==> config.mk <==
export PLATFORM = sky130hd
export DESIGN_NAME = lpr_cell
export DESIGN_NICKNAME = d
export VERILOG_FILES = /design/src/lpr_pkg.sv /design/src/lpr_cell.sv
export SDC_FILE = /design/constraint.sdc
export NUM_CORES = 1
export LEC_CHECK = 0
export BUFFER_PORTS_ARGS = -buffer_cell sky130_fd_sc_hd__buf_2
export CAP_MARGIN = 25
export CORE_ASPECT_RATIO = 1.25
export CORE_MARGIN = 4
export CORE_UTILIZATION = 50
export DETAILED_ROUTE_END_ITERATION = 12
export PLACE_DENSITY = 0.82
export SYNTH_ARGS = -nofsm -noshare
export SYNTH_HDL_FRONTEND = slang
export SYNTH_SLANG_ARGS = --single-unit
==> constraint.sdc <==
create_clock -name clk -period 9.9 [get_ports clk]
set_input_delay 0.495 -clock clk [delete_from_list [all_inputs] [get_ports clk]]
set_output_delay 0.495 -clock clk [all_outputs]
set_load 0.005 [all_outputs]
==> src/lpr_pkg.sv <==
// ----------------------------------------------------------------------------
// lpr_pkg: shared types and helpers for the longest prefix route table
// Operation and status codes, the request, token and write bus structs,
// and the prefix mask function used by every cell.
// ----------------------------------------------------------------------------
package lpr_pkg;

    localparam int ADDR_W          = 32;
    localparam int LEN_W           = 6;
    localparam int PORT_W          = 16;
    localparam int ROUTE_ENTRIES_D = 32;
    localparam logic [LEN_W-1:0] MAX_LEN = 6'd32;

    typedef enum logic [1:0] {
        KIND_LOOKUP = 2'd0,
        KIND_INSERT = 2'd1,
        KIND_DELETE = 2'd2
    } kind_t;

    typedef enum logic [1:0] {
        ST_OK   = 2'd0,
        ST_MISS = 2'd1,
        ST_DUP  = 2'd2,
        ST_FULL = 2'd3
    } status_t;

    typedef struct packed {
        logic [1:0]        kind;
        logic [ADDR_W-1:0] addr;
        logic [LEN_W-1:0]  len;
    } lpr_req_t;

    typedef struct packed {
        logic              valid;
        logic              hit;
        logic              dup;
        logic              free_found;
        logic [LEN_W-1:0]  best_len;
        logic [PORT_W-1:0] best_port;
        logic [ADDR_W-1:0] best_hop;
    } lpr_tok_t;

    typedef struct packed {
        logic              en;
        logic [ADDR_W-1:0] prefix;
        logic [LEN_W-1:0]  len;
        logic [PORT_W-1:0] port;
        logic [ADDR_W-1:0] hop;
    } lpr_wr_t;

    function automatic logic [ADDR_W-1:0] len_mask(input logic [LEN_W-1:0] len);
        logic [LEN_W-1:0]  sat;
        logic [ADDR_W-1:0] m;
        begin
            sat = (len > MAX_LEN) ? MAX_LEN : len;
            m   = '0;
            if (sat != '0)
            begin
                m = {ADDR_W{1'b1}} << (MAX_LEN - sat);
            end
            return m;
        end
    endfunction

endpackage

==> src/lpr_cell.sv <==
// ----------------------------------------------------------------------------
// lpr_cell: one route table slot
// Holds one entry, compares it against the request broadcast by the top
// level and updates the result token passed on to the next cell.
// ----------------------------------------------------------------------------
module lpr_cell
    import lpr_pkg::*;
#(
    parameter int IDX_W    = 5,
    parameter int CELL_IDX = 0
)
(
    input  logic             clk,
    input  logic             rst_n,
    input  lpr_req_t         req,
    input  lpr_tok_t         tok_in,
    input  logic [IDX_W-1:0] idx_in,
    input  lpr_wr_t          wr,
    input  logic [IDX_W-1:0] wr_idx,
    output lpr_tok_t         tok_out,
    output logic [IDX_W-1:0] idx_out
);

    logic              valid_reg;
    logic              valid_next;
    logic [ADDR_W-1:0] prefix_reg;
    logic [LEN_W-1:0]  len_reg;
    logic [PORT_W-1:0] port_reg;
    logic [ADDR_W-1:0] hop_reg;
    lpr_tok_t          tok_reg;
    lpr_tok_t          tok_next;
    logic [IDX_W-1:0]  idx_reg;
    logic [IDX_W-1:0]  idx_next;
    logic              lookup_match;
    logic              key_match;
    logic              wr_hit;

    assign lookup_match = valid_reg &&
        (((req.addr ^ prefix_reg) & len_mask(len_reg)) == '0);
    assign key_match    = valid_reg && (len_reg == req.len) &&
        (((req.addr ^ prefix_reg) & len_mask(req.len)) == '0);
    assign wr_hit       = wr.en && (wr_idx == IDX_W'(CELL_IDX));

    always_comb
    begin
        tok_next   = tok_in;
        idx_next   = idx_in;
        valid_next = valid_reg;
        if (tok_in.valid)
        begin
            case (req.kind)
                KIND_LOOKUP:
                begin
                    if (lookup_match && (!tok_in.hit || len_reg > tok_in.best_len))
                    begin
                        tok_next.hit       = 1'b1;
                        tok_next.best_len  = len_reg;
                        tok_next.best_port = port_reg;
                        tok_next.best_hop  = hop_reg;
                    end
                end
                KIND_INSERT:
                begin
                    if (key_match)
                    begin
                        tok_next.dup = 1'b1;
                    end
                    if (!valid_reg && !tok_in.free_found)
                    begin
                        tok_next.free_found = 1'b1;
                        idx_next            = IDX_W'(CELL_IDX);
                    end
                end
                KIND_DELETE:
                begin
                    if (key_match && !tok_in.hit)
                    begin
                        tok_next.hit = 1'b1;
                        valid_next   = 1'b0;
                    end
                end
                default:
                begin
                    tok_next = tok_in;
                end
            endcase
        end
        if (wr_hit)
        begin
            valid_next = 1'b1;
        end
    end

    always_ff @(posedge clk or negedge rst_n)
    begin
        if (!rst_n)
        begin
            valid_reg <= 1'b0;
            tok_reg   <= '0;
            idx_reg   <= '0;
        end
        else
        begin
            valid_reg <= valid_next;
            tok_reg   <= tok_next;
            idx_reg   <= idx_next;
        end
    end

    always_ff @(posedge clk)
    begin
        if (wr_hit)
        begin
            prefix_reg <= wr.prefix;
            len_reg    <= wr.len;
            port_reg   <= wr.port;
            hop_reg    <= wr.hop;
        end
    end

    assign tok_out = tok_reg;
    assign idx_out = idx_reg;

endmodule

# Yosys cells after proc, flatten, opt, wreduce, memory -nomap -nowiden
# Cells that the tools add are included.
# totals
regBits	150
# classes
eq_ne	3
shifts	2
n_lt_le_gt_ge	3
addsub	2
muxes	20
n_reduce_logical	21
bitwise_logic	3
# ops
op	n
$mux W54	2
$and A32 B32 Y32	2
$logic_not A32 Y1	2
$mux W32	2
$shl A32 B6 Y32 const A	2
$mux W58	1
$xor A32 B32 Y32	1
$mux W5	3
$gt A6 B6 Y1 const B	2
$mux W6	2
$reduce_bool A6 Y1	2
$sub A6 B6 Y6 const A	2
$mux W1	8
$logic_and A1 B1 Y1	7
$eq A6 B6 Y1	1
$gt A6 B6 Y1	1
$reduce_bool A2 Y1	3
$logic_not A5 Y1	1
$logic_not A1 Y1	3
$reduce_and A3 Y1	1
$eq A2 B1 Y1 const B	1
$eq A2 B2 Y1 const B	1
$logic_not A2 Y1	1
$mux W2	1
2 further kinds	2

# Logic depth before layout (Yosys ltp)
# logic_depth
ltp_word	13
depth_mapped	14
depth_no_buf	12

# Worst setup path before layout
# OpenSTA, ideal clock, no wires.
# synth_timing
path_type	input port to flip-flop
startpoint	input port wr_idx[3]
endpoint	register valid_reg
stages	5
setup_time_ns	0.095
setup_slack_ns	1.882
n_path_buf	0
t_arrival_ns	7.923
path_cell_list	or4b_2 -> nor3_1 -> or3_1 -> o22ai_1 -> nor2_1
# synth_between
elab_cells_between_ends	7
classes_between	mux (1); reduce/logical (6)
# synth_lines
element	line_no	text
start, declared	lpr_cell.sv:19	input logic [IDX_W-1:0] wr_idx,
$logic_not A5 Y1	lpr_cell.sv:42	assign wr_hit = wr.en && (wr_idx == IDX_W'(CELL_IDX));
$logic_and A1 B1 Y1	lpr_cell.sv:42	
$mux W1	lpr_cell.sv:88	if (wr_hit)
net valid_next	lpr_cell.sv:25	logic valid_next;
end signal, assigned	lpr_cell.sv:104	valid_reg <= valid_next;
end, declared	lpr_cell.sv:24	logic valid_reg;
# The timed path passes the listed nets, and every way through them passes these cells.
# A chain may end at the register's enable or synchronous reset.

==> results.cfg <==
[routing]
drc_errors = 0
first_iter_violations = 257
dr.pass1.iters = 8
drt.antenna.violating_nets = 0
num_vias = 4893
wl_per_cell_um = 19.6
vias_per_cell = 5.35
drt-total-wl_um = 18000

[layout]
drive_gt1_share_pct = 48.0
fillers = 981
layoutNonFillerInstCount = 915
final_nets = 939
largest_register_ffs = 58
area_growth_pct = 30.6

[global_route]
grt_first_pass_wirelength_um = 27000
grt_pass1_vias = 5168
gr-total-overflow = 0
grt_max_degree = 65
antenna_found_initial = 2
grt_use_total_pct = 22.8

[setup_path]
cpPeakStageDelay_ns = 0.74
r2r_slack_ns = 5.84
criticalPathCategory = flop to flop
endpoint_kind = flop
critPathRequiredTime_ns = 10.20
cp.arrival_ns = 4.36
worst-path-max-fanout = 55
cp-start-kind = flop
crit_chain = inv_1, nand2_1, ha_1, nand4bb_1, a21oi_1, nor2_1, o21ai_0, a221oi_1, o41ai_2, o2111ai_4, buf_4, mux2_2
crit_slowest_cell = buf_4

[timing]
timing.final.crit_share_pct = 41.0
rsz0062_at_grt = no
tightest_slew_ns = 1.01
skew_ns = 0.0189
fin_setup_tns_ns = 0
min_period_ns = 4.06
setup_viol = 0
final-max-slew-violation-count = 0
finalHoldViolCount = 0
relSlewSlack_pct = 32.8
timing.fmax_mhz = 247

[yosys]
synth_edf_count = 86
synth.net_count = 667
syn-cell-area_um2 = 6740
yosysWarnings = 0
syn_inst = 458
async_flop_share_pct = 42.7
seq_area_frac_synth_pct = 62.1
synth.distinct_cells = 59
ys.flop_type = edfxtp_1
ys_seq_elements = 150
syn_area_per_cell_um2 = 14.7

[pwr]
powerDensity_nw_per_um2 = 166
p_leak_nw = 3.97
switchingPower_mw = 0.369
p_int_mw = 1.09
finalPower_mw = 1.46
p_seq_share_pct = 47.0
swShare_pct = 25.2
clock_power_share_pct = 43.3
combPwrFrac_pct = 9.7
ir_drop_uv = 129

[place]
dp.cells = 882
gp_congestion = 0.904
hpwl_um = 13700
portBuffers = 259

[clock_tree]
insertion_delay_ns = 0.42
tritoncts = yes
cts_resized = 0
postCtsSetupBuffers = 0
cts-root-buf = clkbuf_16
htreeDepth = 4
cts_hold_buffers = 0
clk_pin_slew_ns = 0.07
clock-sinks = 150
clock_path_buffers = 2
cts_buffers = 17

[die]
initial_core_util_pct = 51.0
die_w_um = 112
num_rows = 47
ios = 260
die_h_um = 138
core_um2 = 13200
dieArea_um2 = 15400

[worst_hold_path]
hold_path.class = input pin to flop

[flow_run]
drv_cap = 0

[status]
outcome = completed
[metrics by stage]
step | hold WS, ns | area (µm²) | worst slack, ns | util (%)
finish | 0.236 | 8810 | 5.84 | 66.6
global route | 0.226 | 8810 | 5.64 | 66.6
CTS | 0.209 | 8800 | 5.89 | 66.5
detailed placement | 0.465 | 8200 | 5.87 | 62.0
global placement | 0.458 | 8200 | 6.08 | 62.0
floorplan | 0.199 | 6740 | 1.88 | -
[worst max-delay path: cells and delay by family (launching register included)]
kind                       cells  cell delay (ns)
adders and majority gates      1             0.35
buffers and inverters          2             0.92
and+or+nand+nor                3             0.74
DFF                            1             0.51
muxes                          1             0.43
AOI/OAI and AO/OA              5             0.90
[cells in the final DEF (no fill, tap or decap), types with 9 or more instances in the layout]
cell type / count
edfxtp_1: 86
nor2_1: 20
o21ai_0: 20
xor2_1: 26
clkbuf_16: 17
xnor2_1: 20
nand2_1: 23
inv_1: 13
mux2_4: 48
dfrtp_1: 64
ha_1: 12
a21oi_1: 16
nor3_1: 9
buf_2: 259
[final timing paths]
check	from	end	cells past startpoint
max in group asynchronous	rst_n	tok_out[32]	2
max	len_reg[5]	tok_out[0]	12
min	tok_in[57]	tok_out[57]	1
max reg2reg	len_reg[5]	tok_out[0]	12
min reg2reg	hop_reg[18]	tok_out[18]	1
min in group asynchronous	rst_n	tok_out[46]	2
[kinds of logic (layout without fill, tap and decap cells)]
logic type | after synthesis | in the layout | synth area share, %
AOI/OAI and AO/OA | 81 | 81 | 8.43
xor gates and xnor gates | 47 | 47 | 6.38
adders and majority gates | 12 | 12 | 2.23
buffers and inverters | 23 | 308 | 1.95
DFF | 150 | 150 | 62.1
muxes | 57 | 57 | 12.1
other | 0 | 1 | 0
and+or+nand+nor | 88 | 88 | 6.81
[layer usage]
layer | wire length, µm | part of all wire (%) | GRT usage [%]
met5 | 8 | 0.045 | 0
met4 | 466 | 2.6 | 9.74
met3 | 1440 | 8.0 | 6.94
met2 | 9840 | 55 | 40.7
met1 | 6210 | 35 | 25.4
[power groups by stage]
stage	Clock (mW)	Combinational [mW]	Sequential, mW
after floorplan	0	0.0603	0.701
after global placement	0	0.135	0.699
after detailed placement	0	0.140	0.700
after CTS	0.645	0.141	0.687
after global routing	0.670	0.155	0.689
final	0.633	0.141	0.687
[synthesized netlist by cell type (8+ instances only)]
cell / number / area, µm²
nand2_1: 23 / 86.3
ha_1: 12 / 150
xor2_1: 26 / 228
nor3_1: 10 / 50.1
edfxtp_1: 86 / 2580
a21oi_1: 16 / 80.1
nor2b_1: 8 / 50.1
inv_1: 13 / 48.8
dfrtp_1: 64 / 1600
o21ai_0: 20 / 100
mux2_4: 48 / 721
nor2_1: 20 / 75.1
xnor2_1: 20 / 175
[cell type report]
| type | count | area (µm²) | area share, % |
|---|---|---|---|
| Antenna cell | 1 | 2.50 | 0.0284 |
| Clock buffer | 17 | 425 | 4.83 |
| Clock inverter | 15 | 175 | 1.99 |
| Inverter | 13 | 48.8 | 0.554 |
| Multi-Input combinational cell | 285 | 2430 | 27.6 |
| Sequential cell | 150 | 4180 | 47.5 |
| Tap cell | 171 | 214 | 2.43 |
| Timing Repair Buffer | 263 | 1330 | 15.1 |
Note: power is estimated with default switching activity, not from simulation.
